--- src/lsow_pkg.sv ---
// ----------------------------------------------------------------------------
// lsow_pkg
// Shared types, constants and helper functions of the lidar sector obstacle
// warning block: field widths, register map, level codes, half-span arithmetic.
// ----------------------------------------------------------------------------
package lsow_pkg;

  // field widths
  localparam int unsigned ANG_W     = 12;
  localparam int unsigned DIST_W    = 12;
  localparam int unsigned LVL_W     = 2;
  localparam int unsigned CNT_W     = 4;
  localparam int unsigned NUM_ZONES = 4;
  localparam int unsigned DATA_W    = 32;
  localparam int unsigned ADDR_W    = 5;
  localparam int unsigned REG_IDX_W = 3;

  // default geometry
  localparam int unsigned ZONE_WIDTH_CM_DEF = 45;
  localparam int unsigned MIN_HALF_SPAN_DEF = 100;
  localparam int unsigned ANGLE_STEPS_DEF   = 3600;

  // warning levels
  localparam logic [LVL_W-1:0] LVL_FREE   = 2'd0;
  localparam logic [LVL_W-1:0] LVL_MILD   = 2'd1;
  localparam logic [LVL_W-1:0] LVL_SEVERE = 2'd2;

  localparam logic [CNT_W-1:0] CNT_MAX = '1;

  // register map (word index)
  localparam logic [REG_IDX_W-1:0] REG_SEVERE_MIN    = 3'd0;
  localparam logic [REG_IDX_W-1:0] REG_SEVERE_MAX    = 3'd1;
  localparam logic [REG_IDX_W-1:0] REG_MILD_MAX      = 3'd2;
  localparam logic [REG_IDX_W-1:0] REG_IGNORE_BEYOND = 3'd3;
  localparam logic [REG_IDX_W-1:0] REG_RISE_HITS     = 3'd4;
  localparam logic [REG_IDX_W-1:0] REG_FALL_SCANS    = 3'd5;

  // register reset values
  localparam logic [DIST_W-1:0] SEVERE_MIN_RST    = 12'd50;
  localparam logic [DIST_W-1:0] SEVERE_MAX_RST    = 12'd450;
  localparam logic [DIST_W-1:0] MILD_MAX_RST      = 12'd700;
  localparam logic [DIST_W-1:0] IGNORE_BEYOND_RST = 12'd700;
  localparam logic [CNT_W-1:0]  RISE_HITS_RST     = 4'd2;
  localparam logic [CNT_W-1:0]  FALL_SCANS_RST    = 4'd3;

  // zone centres in quarter turns: front, back, left, right
  localparam int unsigned ZONE_QUARTER [NUM_ZONES] = '{0, 2, 3, 1};

  // atan(2^-i) in millidegrees
  localparam longint CORDIC_MDEG [16] = '{
    45000, 26565, 14036, 7125, 3576, 1790, 895, 448,
    224, 112, 56, 28, 14, 7, 3, 2
  };

  typedef struct packed {
    logic [DIST_W-1:0] severe_min;
    logic [DIST_W-1:0] severe_max;
    logic [DIST_W-1:0] mild_max;
    logic [DIST_W-1:0] ignore_beyond;
    logic [CNT_W-1:0]  rise_hits;
    logic [CNT_W-1:0]  fall_scans;
  } cfg_t;

  // one prepared segment beat
  typedef struct packed {
    logic [ANG_W-1:0] start_ang;
    logic [ANG_W-1:0] stop_ang;
    logic [LVL_W-1:0] lvl;
    logic [ANG_W-1:0] span;
    logic             scan_end;
  } seg_t;

  // per-zone status towards the top level
  typedef struct packed {
    logic [LVL_W-1:0] level;
    logic             changed;
  } zone_stat_t;

  // shift toward zero
  function automatic longint shr_trunc(longint v, int s);
    return (v < 0) ? -((-v) >>> s) : (v >>> s);
  endfunction

  // half-span in tenths of a degree for distance d (elaboration only)
  function automatic longint hs_tenths(longint d, longint zw, longint minhs);
    longint x;
    longint y;
    longint z;
    longint dx;
    longint dy;
    longint t;
    x = d * 2 * (longint'(1) << 20);
    y = zw * (longint'(1) << 20);
    z = 0;
    for (int i = 0; i < 16; i++) begin
      dx = shr_trunc(y, i);
      dy = shr_trunc(x, i);
      if (y >= 0) begin
        x = x + dx;
        y = y - dy;
        z = z + CORDIC_MDEG[i];
      end else begin
        x = x - dx;
        y = y + dy;
        z = z - CORDIC_MDEG[i];
      end
    end
    if (z < 0) z = 0;
    t = z / 100;
    if (t < minhs) t = minhs;
    return t;
  endfunction

  // half-span in angle steps
  function automatic longint hs_steps(longint d, longint zw, longint minhs, longint steps);
    return hs_tenths(d, zw, minhs) * steps / 3600;
  endfunction

  // table depth: one past the farthest distance whose span exceeds the floor
  function automatic int hs_depth(longint zw, longint minhs);
    int last;
    last = 0;
    for (int d = 1; d < (1 << DIST_W); d++) begin
      if (hs_tenths(longint'(d), zw, minhs) > minhs) last = d;
    end
    return last + 1;
  endfunction

  // reduce a raw angle into 0 .. steps-1 by conditional subtraction
  function automatic logic [ANG_W-1:0] mod_steps(logic [ANG_W-1:0] a, int unsigned steps);
    logic [ANG_W:0] r;
    r = {1'b0, a};
    for (int k = 3; k >= 0; k--) begin
      if (32'(r) >= (steps << k)) r = r - (ANG_W+1)'(steps << k);
    end
    return r[ANG_W-1:0];
  endfunction

  // inclusive membership with wrap-around
  function automatic logic in_iv(logic [ANG_W-1:0] a, logic [ANG_W-1:0] s,
                                 logic [ANG_W-1:0] e);
    return (s <= e) ? (a >= s && a <= e) : (a >= s || a <= e);
  endfunction

  function automatic logic overlap(logic [ANG_W-1:0] s1, logic [ANG_W-1:0] e1,
                                   logic [ANG_W-1:0] s2, logic [ANG_W-1:0] e2);
    if (s1 == e1 || s2 == e2) return 1'b0;
    return in_iv(s1, s2, e2) || in_iv(e1, s2, e2) ||
           in_iv(s2, s1, e1) || in_iv(e2, s1, e1);
  endfunction

endpackage

--- src/lsow_cfg_regs.sv ---
// ----------------------------------------------------------------------------
// lsow_cfg_regs
// APB-style register file holding distance bands and stability thresholds.
// ----------------------------------------------------------------------------
module lsow_cfg_regs
  import lsow_pkg::*;
(
  input  logic              clk_i,
  input  logic              rst_ni,
  input  logic              psel,
  input  logic              penable,
  input  logic              pwrite,
  input  logic [ADDR_W-1:0] paddr,
  input  logic [DATA_W-1:0] pwdata,
  output logic [DATA_W-1:0] prdata,
  output logic              pready,
  output cfg_t              cfg_o
);

  cfg_t                 cfg_q;
  logic                 wr_en;
  logic [REG_IDX_W-1:0] reg_idx;

  assign pready  = 1'b1;
  assign reg_idx = paddr[ADDR_W-1:2];
  assign wr_en   = psel & penable & pwrite;
  assign cfg_o   = cfg_q;

  // register writes, unknown indexes dropped
  always_ff @(posedge clk_i or negedge rst_ni) begin
    if (!rst_ni) begin
      cfg_q.severe_min    <= SEVERE_MIN_RST;
      cfg_q.severe_max    <= SEVERE_MAX_RST;
      cfg_q.mild_max      <= MILD_MAX_RST;
      cfg_q.ignore_beyond <= IGNORE_BEYOND_RST;
      cfg_q.rise_hits     <= RISE_HITS_RST;
      cfg_q.fall_scans    <= FALL_SCANS_RST;
    end else if (wr_en) begin
      unique case (reg_idx)
        REG_SEVERE_MIN:    cfg_q.severe_min    <= pwdata[DIST_W-1:0];
        REG_SEVERE_MAX:    cfg_q.severe_max    <= pwdata[DIST_W-1:0];
        REG_MILD_MAX:      cfg_q.mild_max      <= pwdata[DIST_W-1:0];
        REG_IGNORE_BEYOND: cfg_q.ignore_beyond <= pwdata[DIST_W-1:0];
        REG_RISE_HITS:     cfg_q.rise_hits     <= pwdata[CNT_W-1:0];
        REG_FALL_SCANS:    cfg_q.fall_scans    <= pwdata[CNT_W-1:0];
        default: ;
      endcase
    end
  end

  // read-back
  always_comb begin
    unique case (reg_idx)
      REG_SEVERE_MIN:    prdata = DATA_W'(cfg_q.severe_min);
      REG_SEVERE_MAX:    prdata = DATA_W'(cfg_q.severe_max);
      REG_MILD_MAX:      prdata = DATA_W'(cfg_q.mild_max);
      REG_IGNORE_BEYOND: prdata = DATA_W'(cfg_q.ignore_beyond);
      REG_RISE_HITS:     prdata = DATA_W'(cfg_q.rise_hits);
      REG_FALL_SCANS:    prdata = DATA_W'(cfg_q.fall_scans);
      default:           prdata = '0;
    endcase
  end

endmodule

--- src/lsow_seg_prep.sv ---
// ----------------------------------------------------------------------------
// lsow_seg_prep
// Front half of the single pass: angle reduction, distance band level and
// half-span lookup for an incoming segment beat.
// ----------------------------------------------------------------------------
module lsow_seg_prep
  import lsow_pkg::*;
#(
  parameter int unsigned ZONE_WIDTH_CM = ZONE_WIDTH_CM_DEF,
  parameter int unsigned MIN_HALF_SPAN = MIN_HALF_SPAN_DEF,
  parameter int unsigned ANGLE_STEPS   = ANGLE_STEPS_DEF
) (
  input  logic [ANG_W-1:0]  start_ang_i,
  input  logic [ANG_W-1:0]  stop_ang_i,
  input  logic [DIST_W-1:0] dist_i,
  input  logic              scan_end_i,
  input  cfg_t              cfg_i,
  output seg_t              seg_o
);

  localparam int unsigned HS_DEPTH = hs_depth(longint'(ZONE_WIDTH_CM),
                                              longint'(MIN_HALF_SPAN));
  localparam int unsigned HS_IDX_W = (HS_DEPTH > 1) ? $clog2(HS_DEPTH) : 1;
  localparam logic [ANG_W-1:0] SPAN_FLOOR = ANG_W'(MIN_HALF_SPAN * ANGLE_STEPS / 3600);

  logic [ANG_W-1:0] span_rom [HS_DEPTH];
  logic [ANG_W-1:0] span;
  logic [LVL_W-1:0] lvl;
  logic             in_range;

  // near-distance half-span table, built at elaboration
  for (genvar g = 0; g < HS_DEPTH; g++) begin : g_rom
    assign span_rom[g] = ANG_W'(hs_steps(longint'(g), longint'(ZONE_WIDTH_CM),
                                         longint'(MIN_HALF_SPAN),
                                         longint'(ANGLE_STEPS)));
  end

  // farther segments use the floor span
  always_comb begin
    if (32'(dist_i) < HS_DEPTH) span = span_rom[dist_i[HS_IDX_W-1:0]];
    else                        span = SPAN_FLOOR;
  end

  // distance band
  assign in_range = (dist_i != '0) && (dist_i <= cfg_i.ignore_beyond);

  always_comb begin
    lvl = LVL_FREE;
    if (in_range) begin
      if (dist_i >= cfg_i.severe_min && dist_i <= cfg_i.severe_max) lvl = LVL_SEVERE;
      else if (dist_i > cfg_i.severe_max && dist_i <= cfg_i.mild_max) lvl = LVL_MILD;
    end
  end

  assign seg_o.start_ang = mod_steps(start_ang_i, ANGLE_STEPS);
  assign seg_o.stop_ang  = mod_steps(stop_ang_i, ANGLE_STEPS);
  assign seg_o.lvl       = lvl;
  assign seg_o.span      = span;
  assign seg_o.scan_end  = scan_end_i;

endmodule

--- src/lsow_zone.sv ---
// ----------------------------------------------------------------------------
// lsow_zone
// One direction zone: overlap test, per-scan candidate and rise/fall
// stability filter with the last reported level.
// ----------------------------------------------------------------------------
module lsow_zone
  import lsow_pkg::*;
#(
  parameter int unsigned ANGLE_STEPS = ANGLE_STEPS_DEF,
  parameter int unsigned QUARTER     = 0
) (
  input  logic       clk_i,
  input  logic       rst_ni,
  input  logic       step_i,
  input  logic       emit_i,
  input  seg_t       seg_i,
  input  cfg_t       cfg_i,
  output zone_stat_t stat_o
);

  localparam int unsigned CENTRE = ANGLE_STEPS * QUARTER / 4;
  localparam logic [ANG_W:0] LO_BASE = (ANG_W+1)'(CENTRE + ANGLE_STEPS);
  localparam logic [ANG_W:0] HI_BASE = (ANG_W+1)'(CENTRE);
  localparam logic [ANG_W:0] STEPS   = (ANG_W+1)'(ANGLE_STEPS);

  logic [LVL_W-1:0] cand_q, cand_d, cand_new;
  logic [CNT_W-1:0] rise_q, rise_d, fall_q, fall_d;
  logic [LVL_W-1:0] level_q, level_d, rep_q;
  logic [ANG_W:0]   lo_sum, hi_sum;
  logic [ANG_W-1:0] zone_lo, zone_hi;
  logic             hit;

  // zone bounds with wrap
  always_comb begin
    lo_sum = LO_BASE - {1'b0, seg_i.span};
    hi_sum = HI_BASE + {1'b0, seg_i.span};
    if (lo_sum >= STEPS) lo_sum = lo_sum - STEPS;
    if (hi_sum >= STEPS) hi_sum = hi_sum - STEPS;
    zone_lo = lo_sum[ANG_W-1:0];
    zone_hi = hi_sum[ANG_W-1:0];
  end

  // candidate keeps the highest level of the scan
  assign hit = (seg_i.lvl != LVL_FREE) &&
               overlap(seg_i.start_ang, seg_i.stop_ang, zone_lo, zone_hi);
  assign cand_new = (hit && seg_i.lvl > cand_q) ? seg_i.lvl : cand_q;

  // scan-end stability update
  always_comb begin
    rise_d  = rise_q;
    fall_d  = fall_q;
    level_d = level_q;
    cand_d  = cand_new;
    if (seg_i.scan_end) begin
      cand_d = LVL_FREE;
      if (cand_new != LVL_FREE) begin
        fall_d = '0;
        rise_d = (rise_q == CNT_MAX) ? CNT_MAX : rise_q + 1'b1;
        if (rise_d >= cfg_i.rise_hits) level_d = cand_new;
      end else begin
        rise_d = '0;
        fall_d = (fall_q == CNT_MAX) ? CNT_MAX : fall_q + 1'b1;
        if (fall_d >= cfg_i.fall_scans) level_d = LVL_FREE;
      end
    end
  end

  assign stat_o.level   = level_d;
  assign stat_o.changed = seg_i.scan_end && (level_d != rep_q);

  always_ff @(posedge clk_i or negedge rst_ni) begin
    if (!rst_ni) begin
      cand_q  <= LVL_FREE;
      rise_q  <= '0;
      fall_q  <= '0;
      level_q <= LVL_FREE;
      rep_q   <= LVL_FREE;
    end else if (step_i) begin
      cand_q  <= cand_d;
      rise_q  <= rise_d;
      fall_q  <= fall_d;
      level_q <= level_d;
      if (emit_i) rep_q <= level_d;
    end
  end

endmodule

--- src/lidar_sector_obstacle_warning_top.sv ---
// ----------------------------------------------------------------------------
// lidar_sector_obstacle_warning_top
// Tests lidar segments against four direction zones, filters zone levels
// scan by scan and reports all four levels whenever one of them changes.
//
//   channel  | direction | handshake             | payload
//   ---------+-----------+-----------------------+------------------------------
//   segment  | in        | in_valid_i/in_stall_o | start, end angle, distance,
//            |           |                       | scan_end
//   levels   | out       | out_valid_o/out_stall_i| front, back, left, right
//   config   | in        | psel/penable/pready   | six registers, 4-byte stride
//
// One segment beat per cycle while in_stall_o is low. A beat is registered
// in the input register; as it leaves, the zone logic updates its state and
// a result is registered in the output register. While the output register
// holds an untaken result and the next scan end would produce another, the
// input register holds and in_stall_o rises. Reset clears all zone state and
// loads the register defaults; there is no clearing pass.
// ----------------------------------------------------------------------------
module lidar_sector_obstacle_warning_top
  import lsow_pkg::*;
#(
  parameter int unsigned ZONE_WIDTH_CM = ZONE_WIDTH_CM_DEF,
  parameter int unsigned MIN_HALF_SPAN = MIN_HALF_SPAN_DEF,
  parameter int unsigned ANGLE_STEPS   = ANGLE_STEPS_DEF
) (
  input  logic              clk_i,
  input  logic              rst_ni,
  // segment channel
  input  logic              in_valid_i,
  output logic              in_stall_o,
  input  logic [ANG_W-1:0]  seg_start_angle_i,
  input  logic [ANG_W-1:0]  seg_end_angle_i,
  input  logic [DIST_W-1:0] seg_distance_i,
  input  logic              scan_end_i,
  // level channel
  output logic              out_valid_o,
  input  logic              out_stall_i,
  output logic [LVL_W-1:0]  front_level_o,
  output logic [LVL_W-1:0]  back_level_o,
  output logic [LVL_W-1:0]  left_level_o,
  output logic [LVL_W-1:0]  right_level_o,
  // configuration
  input  logic              psel,
  input  logic              penable,
  input  logic              pwrite,
  input  logic [ADDR_W-1:0] paddr,
  input  logic [DATA_W-1:0] pwdata,
  output logic [DATA_W-1:0] prdata,
  output logic              pready
);

  cfg_t             cfg;
  seg_t             seg_in;
  seg_t             s1_q;
  logic             s1_valid_q, s1_valid_d;
  logic             s1_adv, in_acc, emit;
  zone_stat_t       stat [NUM_ZONES];
  logic [NUM_ZONES-1:0] changed;
  logic             out_valid_q, out_valid_d;
  logic [LVL_W-1:0] out_lvl_q [NUM_ZONES];

  lsow_cfg_regs u_cfg (
    .clk_i   (clk_i),
    .rst_ni  (rst_ni),
    .psel    (psel),
    .penable (penable),
    .pwrite  (pwrite),
    .paddr   (paddr),
    .pwdata  (pwdata),
    .prdata  (prdata),
    .pready  (pready),
    .cfg_o   (cfg)
  );

  lsow_seg_prep #(
    .ZONE_WIDTH_CM (ZONE_WIDTH_CM),
    .MIN_HALF_SPAN (MIN_HALF_SPAN),
    .ANGLE_STEPS   (ANGLE_STEPS)
  ) u_prep (
    .start_ang_i (seg_start_angle_i),
    .stop_ang_i  (seg_end_angle_i),
    .dist_i      (seg_distance_i),
    .scan_end_i  (scan_end_i),
    .cfg_i       (cfg),
    .seg_o       (seg_in)
  );

  // zone units
  for (genvar z = 0; z < NUM_ZONES; z++) begin : g_zone
    lsow_zone #(
      .ANGLE_STEPS (ANGLE_STEPS),
      .QUARTER     (ZONE_QUARTER[z])
    ) u_zone (
      .clk_i  (clk_i),
      .rst_ni (rst_ni),
      .step_i (s1_adv),
      .emit_i (s1_adv & emit),
      .seg_i  (s1_q),
      .cfg_i  (cfg),
      .stat_o (stat[z])
    );
    assign changed[z] = stat[z].changed;
  end

  // handshake: the input register moves on unless a result cannot be placed
  assign emit       = s1_valid_q & (|changed);
  assign s1_adv     = s1_valid_q & (~emit | ~out_valid_q | ~out_stall_i);
  assign in_stall_o = s1_valid_q & ~s1_adv;
  assign in_acc     = in_valid_i & ~in_stall_o;
  assign s1_valid_d = in_acc | (s1_valid_q & ~s1_adv);

  always_comb begin
    out_valid_d = out_valid_q & out_stall_i;
    if (s1_adv && emit) out_valid_d = 1'b1;
  end

  // input register
  always_ff @(posedge clk_i or negedge rst_ni) begin
    if (!rst_ni) begin
      s1_valid_q <= 1'b0;
    end else begin
      s1_valid_q <= s1_valid_d;
    end
  end

  always_ff @(posedge clk_i) begin
    if (in_acc) s1_q <= seg_in;
  end

  // output register
  always_ff @(posedge clk_i or negedge rst_ni) begin
    if (!rst_ni) begin
      out_valid_q <= 1'b0;
    end else begin
      out_valid_q <= out_valid_d;
    end
  end

  always_ff @(posedge clk_i) begin
    if (s1_adv && emit) begin
      for (int z = 0; z < NUM_ZONES; z++) out_lvl_q[z] <= stat[z].level;
    end
  end

  assign out_valid_o   = out_valid_q;
  assign front_level_o = out_lvl_q[0];
  assign back_level_o  = out_lvl_q[1];
  assign left_level_o  = out_lvl_q[2];
  assign right_level_o = out_lvl_q[3];

  // stall only while a beat is held
  a_stall_held : assert property (@(posedge clk_i) disable iff (!rst_ni)
    in_stall_o |-> s1_valid_q)
    else $error("input stalled with empty input register");

  // results only come from a scan end
  a_emit_scan_end : assert property (@(posedge clk_i) disable iff (!rst_ni)
    (s1_adv && emit) |-> s1_q.scan_end)
    else $error("result raised without scan end");

  // a held beat stays in the input register unchanged
  a_hold_beat : assert property (@(posedge clk_i) disable iff (!rst_ni)
    (s1_valid_q && !s1_adv) |=> (s1_valid_q && $stable(s1_q)))
    else $error("held segment beat lost or changed");

  // a fresh result never overwrites an untaken one
  a_no_overwrite : assert property (@(posedge clk_i) disable iff (!rst_ni)
    (out_valid_q && out_stall_i) |-> !(s1_adv && emit))
    else $error("result overwritten while stalled");

endmodule
--- config.mk ---
export PLATFORM = sky130hd
export DESIGN_NAME = lidar_sector_obstacle_warning_top
export DESIGN_NICKNAME = d
export VERILOG_FILES = /design/src/lsow_pkg.sv /design/src/lsow_cfg_regs.sv /design/src/lsow_seg_prep.sv /design/src/lsow_zone.sv /design/src/lidar_sector_obstacle_warning_top.sv
export SDC_FILE = /design/constraint.sdc
export NUM_CORES = 1
export LEC_CHECK = 0
export BUFFER_PORTS_ARGS = -buffer_cell sky130_fd_sc_hd__buf_2
export CORE_AREA = 10 10 188 190
export DETAILED_ROUTE_END_ITERATION = 8
export DIE_AREA = 0 0 198 200
export PLACE_DENSITY = 0.86
export RECOVER_POWER = 25
export SLEW_MARGIN = 20
export SYNTH_ARGS = -nofsm -noshare
export SYNTH_HDL_FRONTEND = slang
export SYNTH_SLANG_ARGS = --single-unit
--- constraint.sdc ---
create_clock -name clk_i -period 9.1 [get_ports clk_i]
set_input_delay 0.91 -clock clk_i [delete_from_list [all_inputs] [get_ports clk_i]]
set_output_delay 0.91 -clock clk_i [all_outputs]
set_load 0.1 [all_outputs]
==> reports/qor.log, run 1 <==
[status] run status complete, but fails checks
[status] failing checks capacitance limit, slew limit
[synth] mean instance size in the synthesized netlist 8.524 µm²
[timing] number of hold violations in the final report 0
[critical_path] cell repeated most along the worst path nor2_1
[routing] highest routed layer met5
[timing] Final period util 96.58%
[power] PwrDens 201.3 nW/µm²
[floorplan] standard cell core area 31390 µm²
[critical_path] slowest cell on the critical path a221oi_1
[timing] Slew Viols, Final 117
[hold_path] Hold Crit Class reg2reg
[routing] count of antenna-violating nets left after detailed routing 0
[clock_network] clock edge transition at the registers on the reported setup and hold paths 0.08 ns
[clock_network] maximum number of buffers from clock root to sink 2
[timing] transition at the pin with the smallest max-transition slack 3.329 ns
[placement] placed wire-length estimate after detailed placement 42890 µm
[synth] netlist area before placement 18590 µm²
[synth] yosys synthesis warning count 0
[global_routing] number of antenna violations at the first check in global routing 6
[routing] detailed-route wire length per cell 21.74 µm
[routing] WL met3 5533 µm
[synth] leading cell type by number of instances after synthesis ha_1
[floorplan] height of the chip 200 µm
[cells_and_area] area of the multi-input gates 13220 µm²
[global_routing] overall fraction of global-route tracks in use 28.54%
[synth] fraction of registers with async set/reset 71.70%
[power] Peak VDD IR 166.0 µV
[global_routing] pin count of the biggest net entering global routing 84
[clock_network] Sinks on Clock Net 159
[global_routing] via count of the first global-routing pass 17180
[cells_and_area] growth of design area from synthesis to finish 7.410%
[placement] number of port buffers 80
[critical_path] Critical Path Max Stage Delay 0.65 ns
[synth] top flip-flop cell by instance count after synthesis dfrtp_1
[cells_and_area] count of filler cells inserted in the layout 2525
[critical_path] Arr. time, crit path 7.88 ns
[clock_network] insertion delay of the later-clocked pin in the worst-skew pair 0.45 ns
[timing] RSZ-0062 raised after global routing no
[timing] Finish-stage setup viols 0
[critical_path] required time at the endpoint of the critical path 8.19 ns
[critical_path] sort of element at the start of the critical path flip-flop
[routing] routed length on met1 22720 µm
[placement] global placement routability congestion 1.019
[timing] achievable frequency 113.8 MHz
[synth] FF+latch count, synth 159
[floorplan] row cnt 65
[critical_path] Crit. End Element primary output
[routing] drt total wl 57640 µm
[clock_network] CTS Buf Count 17
[synth] distinct cell type count of the synthesized netlist 98
[global_routing] Overflow after GRT 0
[job] max-cap violations 2
[synth] most common library cells after synthesis ha_1, inv_1, nand2_1, a21oi_1, nor2_1
[global_routing] global-route wire length before repair 90430 µm
[timing] Fin Hold WS 0.5192 ns
[routing] detailed router's first-iteration violation count 1967
[routing] total iterations of the first detailed-routing run 5
[synth] cell type with the largest total area after synthesis ha_1
[cells_and_area] final core utilization 63.61%
[power] net switching power figure 1.860 mW
[floorplan] Top Ports 124
[power] Combinational Power Share 53.5%
[critical_path] Crit Path Class reg2out
[synth] Post-Synthesis Cells 2181
[power] switching part of the total power 46.29%
[critical_path] CP cell instances clkinvlp_4 -> ha_1 -> or4b_4 -> a2111oi_4 -> a31oi_2 -> a31oi_1 -> nor2_1 -> o32ai_1 -> ha_1 -> a21oi_1 -> nand2_1 -> a221oi_1 -> o211ai_1 -> nand3_1 -> a31oi_1 -> o2bb2ai_2 -> mux2_2 -> nor2_1 -> o32ai_4 -> xor2_1 -> and4b_1 -> or2_2 -> nor2_1 -> buf_12
[power] leak pwr 9.469 nW
[timing] clk_skew 0.01283 ns
[clock_network] CTS tree done
[cells_and_area] Reg area 4232 µm²
[routing] DRC violations left 0
[synth] area share of the largest cell type after synthesis 22.34%
[routing] routed vias/inst 6.623
[clock_network] Post-CTS Hold Buffers 0
[routing] vias after detailed routing 17570
[cells_and_area] fin area 19970 µm²
[power] Clock Power Share 17.9%
[synth] number of flops mapped to enable cells by yosys 45
[synth] top cells by area in the synthesized netlist ha_1, dfrtp_1, edfxtp_1
[critical_path] Crit Path Max Fanout 8
[placement] cell area after placement 19290 µm²
[clock_network] H-tree level count 4
[timing] relative max-transition margin -122.0%
[timing] setup TNS after final layout 0 ns
[floorplan] Die Area 39600 µm²
[routing] routed wire length on met2 26230 µm
[synth] share of the yosys chip area belonging to registers 22.76%
[floorplan] initial core utilization 59.22%
[power] internal power contribution 2.159 mW
[timing] time the worst path needs with I/O delays and setup 8.789 ns
[power] part of the power in registers 28.7%
[cells_and_area] final net count 2647
[cells_and_area] fraction of final layout cells sized beyond drive strength 1 11.48%
[clock_network] CTS root buf clkbuf_16
[floorplan] Die X 198 µm
[sequential cells by signal, summed over array words and instances, names as in the netlist]
register and flops:
g_zone.u_zone.cand_q 8, out_valid_o 1, u_cfg.cfg_o 56, out_lvl_q 8, g_zone.u_zone.rise_q 16, g_zone.u_zone.rep_q 8, s1_q 37, s1_valid_q 1
g_zone.u_zone.level_q 8, g_zone.u_zone.fall_q 16
[placed cells by master (no fill, tap or decap), types with 30 or more instances in the layout]
cell	count
nand2b_1	46
xnor2_1	46
mux2_2	33
nor3_1	48
edfxtp_1	45
a21o_1	58
buf_4	30
buf_2	68
inv_1	194
ha_1	332
mux2i_1	41
o21ai_0	127
dfrtp_1	92
a21oi_1	153
nand2_1	167
nor2_1	139
nand4_1	35
nand3_1	62
[worst max-delay path: cells and delay by family (launching register included)]
kind / cells / cell delay (ns)
and+or+nand+nor: 8 / 1.94
buffers and inverters: 2 / 0.44
muxes: 1 / 0.38
adders and majority gates: 2 / 0.68
AOI/OAI and AO/OA: 10 / 3.25
DFF: 1 / 0.56
xor gates and xnor gates: 1 / 0.15
[metal layers]
metal	vias to the layer above	GRT usage, %
met2	996	46.08
met3	245	5.794
met4	10	15.12
met5	-	0
li1	8048	-
met1	8266	35.43
[cell families after synthesis]
kind of cell / after synthesis / share of synthesized area, %
and+or+nand+nor: 655 / 17.79
AOI/OAI and AO/OA: 566 / 19.98
adders and majority gates: 332 / 22.34
buffers and inverters: 298 / 6.905
DFF: 159 / 22.76
muxes: 104 / 7.114
xor gates and xnor gates: 65 / 3.062
other: 2 / 0.04039
[metrics by stage]
| step | worst slack, ns | std cells | total power [mW] |
|---|---|---|---|
| floorplan | 0.9075 | 2200 | 2.662 |
| global placement | 0.9070 | 2609 | 3.081 |
| detailed placement | 0.6871 | 2609 | 3.207 |
| CTS | 0.1822 | 2641 | 3.962 |
| global route | 0.02094 | 2649 | 4.270 |
| finish | 0.3113 | 2652 | 4.019 |
[what timing repair did]
item	in CTS	in global routing
hold endpoints to repair	0	0
buffers inserted	0	7
setup endpoints to repair	0	38
gates resized for setup	0	10
[power by group through the flow]
stage                     combinational [mW]  sequential (mW)  clock [mW]
after floorplan                         1.53             1.14           0
after global placement                  1.95             1.13           0
after detailed placement                2.06             1.14           0
after CTS                               2.10             1.14       0.719
after global routing                    2.35             1.17       0.746
final                                   2.15             1.15       0.718
[worst paths after layout]
kind / from / end / slack [ns] / depth (start not counted)
max: s1_q[4]$_SDFFCE_PP0P_ / in_stall_o / 0.31 / 24
min: g_zone[1].u_zone.level_q[0]$_DFFE_PN0N_ / g_zone[1].u_zone.level_q[0]$_DFFE_PN0N_ / 0.52 / 1
max reg2reg: s1_q[4]$_SDFFCE_PP0P_ / g_zone[2].u_zone.level_q[0]$_DFFE_PN0N_ / 1.01 / 24
min reg2reg: g_zone[1].u_zone.level_q[0]$_DFFE_PN0N_ / g_zone[1].u_zone.level_q[0]$_DFFE_PN0N_ / 0.52 / 1
max in group asynchronous: rst_ni / u_cfg.cfg_o[14]$_DFFE_PN0P_ / 3.35 / 2
min in group asynchronous: rst_ni / g_zone[1].u_zone.rise_q[1]$_DFFE_PN0P_ / 1.45 / 1
[cell type report]
type,count,area share [%]
diodes,3,0.03759
clock buffers,17,2.130
clock inverters,15,0.8459
inverters,199,3.759
multi-input cells,1743,66.18
flip-flops and latches,159,21.19
well taps,402,2.519
repair buffers,114,3.333
No activity file was read; power rests on OpenSTA's default activity.
==> inputs of run 2 (changes only) <==
- RECOVER_POWER: 25 -> 100
==> run 2 against run 1 <==
Effect of this change:
- register-to-register slack got worse by 0.41 ns
- global-route usage did not move
- non-clock buffer count is the same
- wire length shrank 0.26%
- worst hold slack better by 0.0024 ns
- the flow still finishes with violations (capacitance limit, slew limit)
- clock power barely moved
- sequential cell count unchanged
- critical path depth rose by 3
- total power down 1.2%
- first-iteration DRC count is 0.31% higher
- fmax up 0.53%
- count of clock-buffer cells in the layout unchanged
==> reports/qor.log, run 2 (synthesized netlist as in run 1, its figures left out) <==
[status] run status complete, but fails checks
[status] failing checks capacitance limit, slew limit
[critical_path] Crit. End Element primary output
[power] leak pwr 9.329 nW [-1.5%]
[critical_path] Reg2Reg Depth 29 [+21%]
[critical_path] critical register-to-register path startpoint s1_q[3]$_SDFFCE_PP1P_
[critical_path] critical path buffer and inverter count 3 [+1]
[routing] vias after detailed routing 17570 [+0.011%]
[floorplan] height of the chip 200 µm [unchanged]
[routing] drt total wl 57500 µm [-0.26%]
[timing] Slew Viols, Final 117 [unchanged]
[cells_and_area] final net count 2647 [unchanged]
[timing] setup TNS after final layout 0 ns [unchanged]
[floorplan] row cnt 65 [unchanged]
[power] PwrDens 200.4 nW/µm² [-0.42%]
[routing] detailed router's first-iteration violation count 1973 [+0.31%]
[cells_and_area] growth of design area from synthesis to finish 6.562%
[cells_and_area] area of the multi-input gates 13120 µm² [-0.72%]
[critical_path] Arr. time, crit path 7.83 ns [-0.05 ns]
[floorplan] Die Area 39600 µm² [unchanged]
[critical_path] Critical Path Max Stage Delay 0.63 ns [-0.02 ns]
[cells_and_area] count of filler cells inserted in the layout 2562 [+1.5%]
[placement] global placement routability congestion 1.019 [unchanged]
[global_routing] pin count of the biggest net entering global routing 84 [unchanged]
[routing] routed vias/inst 6.617 [-0.10%]
[critical_path] sort of element at the start of the critical path flip-flop
[critical_path] number of cells on the critical path 27 [+13%]
[clock_network] CTS tree done
[critical_path] capturing point of the worst reg2reg path g_zone[0].u_zone.rise_q[0]$_DFFE_PN0P_
[timing] transition at the pin with the smallest max-transition slack 3.317 ns [-0.01244 ns]
[timing] Final period util 96.07% [-0.51 points]
[critical_path] Crit Path Class reg2out
[critical_path] slowest cell on the critical path edfxtp_1
[clock_network] CTS root buf clkbuf_16
[routing] count of antenna-violating nets left after detailed routing 0 [unchanged]
[critical_path] startpoint of the worst setup timing path s1_q[3]$_SDFFCE_PP1P_
[cells_and_area] fraction of final layout cells sized beyond drive strength 1 9.435% [-2.0 points]
[clock_network] Sinks on Clock Net 159 [unchanged]
[clock_network] Post-CTS Hold Buffers 0 [unchanged]
[power] PnR Total Power 3.971 mW [-1.2%]
[timing] clk_skew 0.01332 ns [+0.0004812 ns]
[routing] detailed-route wire length per cell 21.66 µm [-0.37%]
[critical_path] Worst path top cell family by delay compound AO/OA/AOI/OAI gates
[cells_and_area] number of flip-flops in the largest register 56 [unchanged]
[placement] number of port buffers 80 [unchanged]
[clock_network] clock edge transition at the registers on the reported setup and hold paths 0.08 ns [about the same]
[power] Peak VDD IR 162.7 µV [-2.0%]
[clock_network] insertion delay of the later-clocked pin in the worst-skew pair 0.45 ns [about the same]
[cells_and_area] Reg area 4232 µm² [unchanged]
[hold_path] Hold Crit Class reg2reg
[critical_path] Crit Path Max Fanout 9 [+1]
[routing] total iterations of the first detailed-routing run 8 [+3]
[floorplan] Top Ports 124 [unchanged]
[global_routing] number of antenna violations at the first check in global routing 6 [unchanged]
[critical_path] required time at the endpoint of the critical path 8.19 ns [about the same]
[routing] DRC violations left 0 [unchanged]
[global_routing] global-route wire length before repair 90430 µm [unchanged]
[global_routing] via count of the first global-routing pass 17180 [unchanged]
[timing] relative max-transition margin -121.1% [+0.83 points]
[global_routing] overall fraction of global-route tracks in use 28.54% [unchanged]
[placement] placed wire-length estimate after detailed placement 42890 µm [unchanged]
[floorplan] Die X 198 µm [unchanged]
[critical_path] critical path capture point in_stall_o
[timing] RSZ-0062 raised after global routing no
[job] max-cap violations 3 [+1]
[timing] number of hold violations in the final report 0 [unchanged]
[global_routing] Overflow after GRT 0 [unchanged]
[floorplan] standard cell core area 31390 µm² [unchanged]
[cells_and_area] most common cell after layout, fill and taps aside ha_1
[clock_network] maximum number of buffers from clock root to sink 2 [unchanged]
[timing] time the worst path needs with I/O delays and setup 8.742 ns [-0.04636 ns]
[cells_and_area] leading cell types in the layout, fill and taps excluded ha_1, inv_1, nand2_1
[clock_network] CTS Buf Count 17 [unchanged]
[timing] achievable frequency 114.4 MHz [+0.53%]
[clock_network] H-tree level count 4 [unchanged]
[critical_path] slack of the worst reg-to-reg path 0.60 ns [-0.41 ns]
[timing] Finish-stage setup viols 0 [unchanged]
[floorplan] initial core utilization 59.22% [unchanged]
[critical_path] cell repeated most along the worst path nor2_1
-- run 2: cell count changes in the layout (fill, tap and decap cells not counted), moves of 2 or more --
cell,change
clkbuf_1,+27
mux2_4,-15
diode_2,+3
mux2_1,+15
buf_2,-25
buf_12,-2
-- run 2: worst register-to-register path, delay by kind of cell, from the launching register on --
family / cells / cell delay (ns)
adder cells (fa/ha/maj): 3 / 0.90
buffers and inverters: 5 / 1.62
XOR/XNOR: 1 / 0.09
flip-flops: 1 / 0.63
AND/OR/NAND/NOR: 8 / 1.31
AO/OA/AOI/OAI: 11 / 3.39
multiplexers: 1 / 0.44
-- run 2: per-layer routing --
layer	up-vias	global-route usage [%]	part of all wire, %
met4	6	15.12	5.3
li1	8048	-	-
met2	998	46.08	46
met1	8281	35.43	39
met5	-	0	0.070
met3	234	5.794	9.7
-- run 2: area by class of cell --
type                    instances  share of cell area (%)
diodes                          6                 0.07579
multi-input cells            1743                   66.23
clock buffers                  17                   2.147
repair buffers                114                   3.006
flip-flops and latches        159                   21.36
well taps                     402                   2.539
clock inverters                15                  0.8526
inverters                     199                   3.789
-- run 2: timing repair --
item | in CTS | in global routing
endpoints found under the setup margin | 0 | 38
setup buffers | 0 | 7
gates resized for setup | 0 | 10
-- run 2: worst min-delay path by stage --
stage,depth (start not counted),end,start
after global placement,2,g_zone[2].u_zone.rep_q[1]$_DFFE_PN0P_,g_zone[2].u_zone.rep_q[1]$_DFFE_PN0P_
after detailed placement,1,g_zone[1].u_zone.level_q[0]$_DFFE_PN0N_,g_zone[1].u_zone.level_q[0]$_DFFE_PN0N_
after global routing,1,g_zone[1].u_zone.level_q[0]$_DFFE_PN0N_,g_zone[1].u_zone.level_q[0]$_DFFE_PN0N_
after CTS,1,g_zone[1].u_zone.rise_q[1]$_DFFE_PN0P_,rst_ni
final,1,g_zone[1].u_zone.level_q[0]$_DFFE_PN0N_,g_zone[1].u_zone.level_q[0]$_DFFE_PN0N_
after floorplan,2,g_zone[2].u_zone.rep_q[1]$_DFFE_PN0P_,g_zone[2].u_zone.rep_q[1]$_DFFE_PN0P_
-- run 2: where the power goes --
group	internal, mW	switching, mW	total, mW	leakage (nW)
sequential	0.941	0.211	1.15	1.83
clock	0.369	0.349	0.718	0.284
combinational	0.809	1.29	2.10	7.22
-- run 2: per-stage QoR --
step / hold WS (ns) / setup slack, ns / utilization [%] / instance area (µm²) / instances
detailed placement: 0.4997 / 0.6871 / 61.44 / 19290 / 2609
finish: 0.5215 / 0.3577 / 63.11 / 19810 / 2655
global placement: 0.4865 / 0.9070 / 61.44 / 19290 / 2609
global route: 0.5455 / 0.01278 / 63.06 / 19800 / 2649
CTS: 0.5172 / 0.1822 / 63.33 / 19880 / 2641
floorplan: 0.4704 / 0.9075 / - / 18660 / 2200
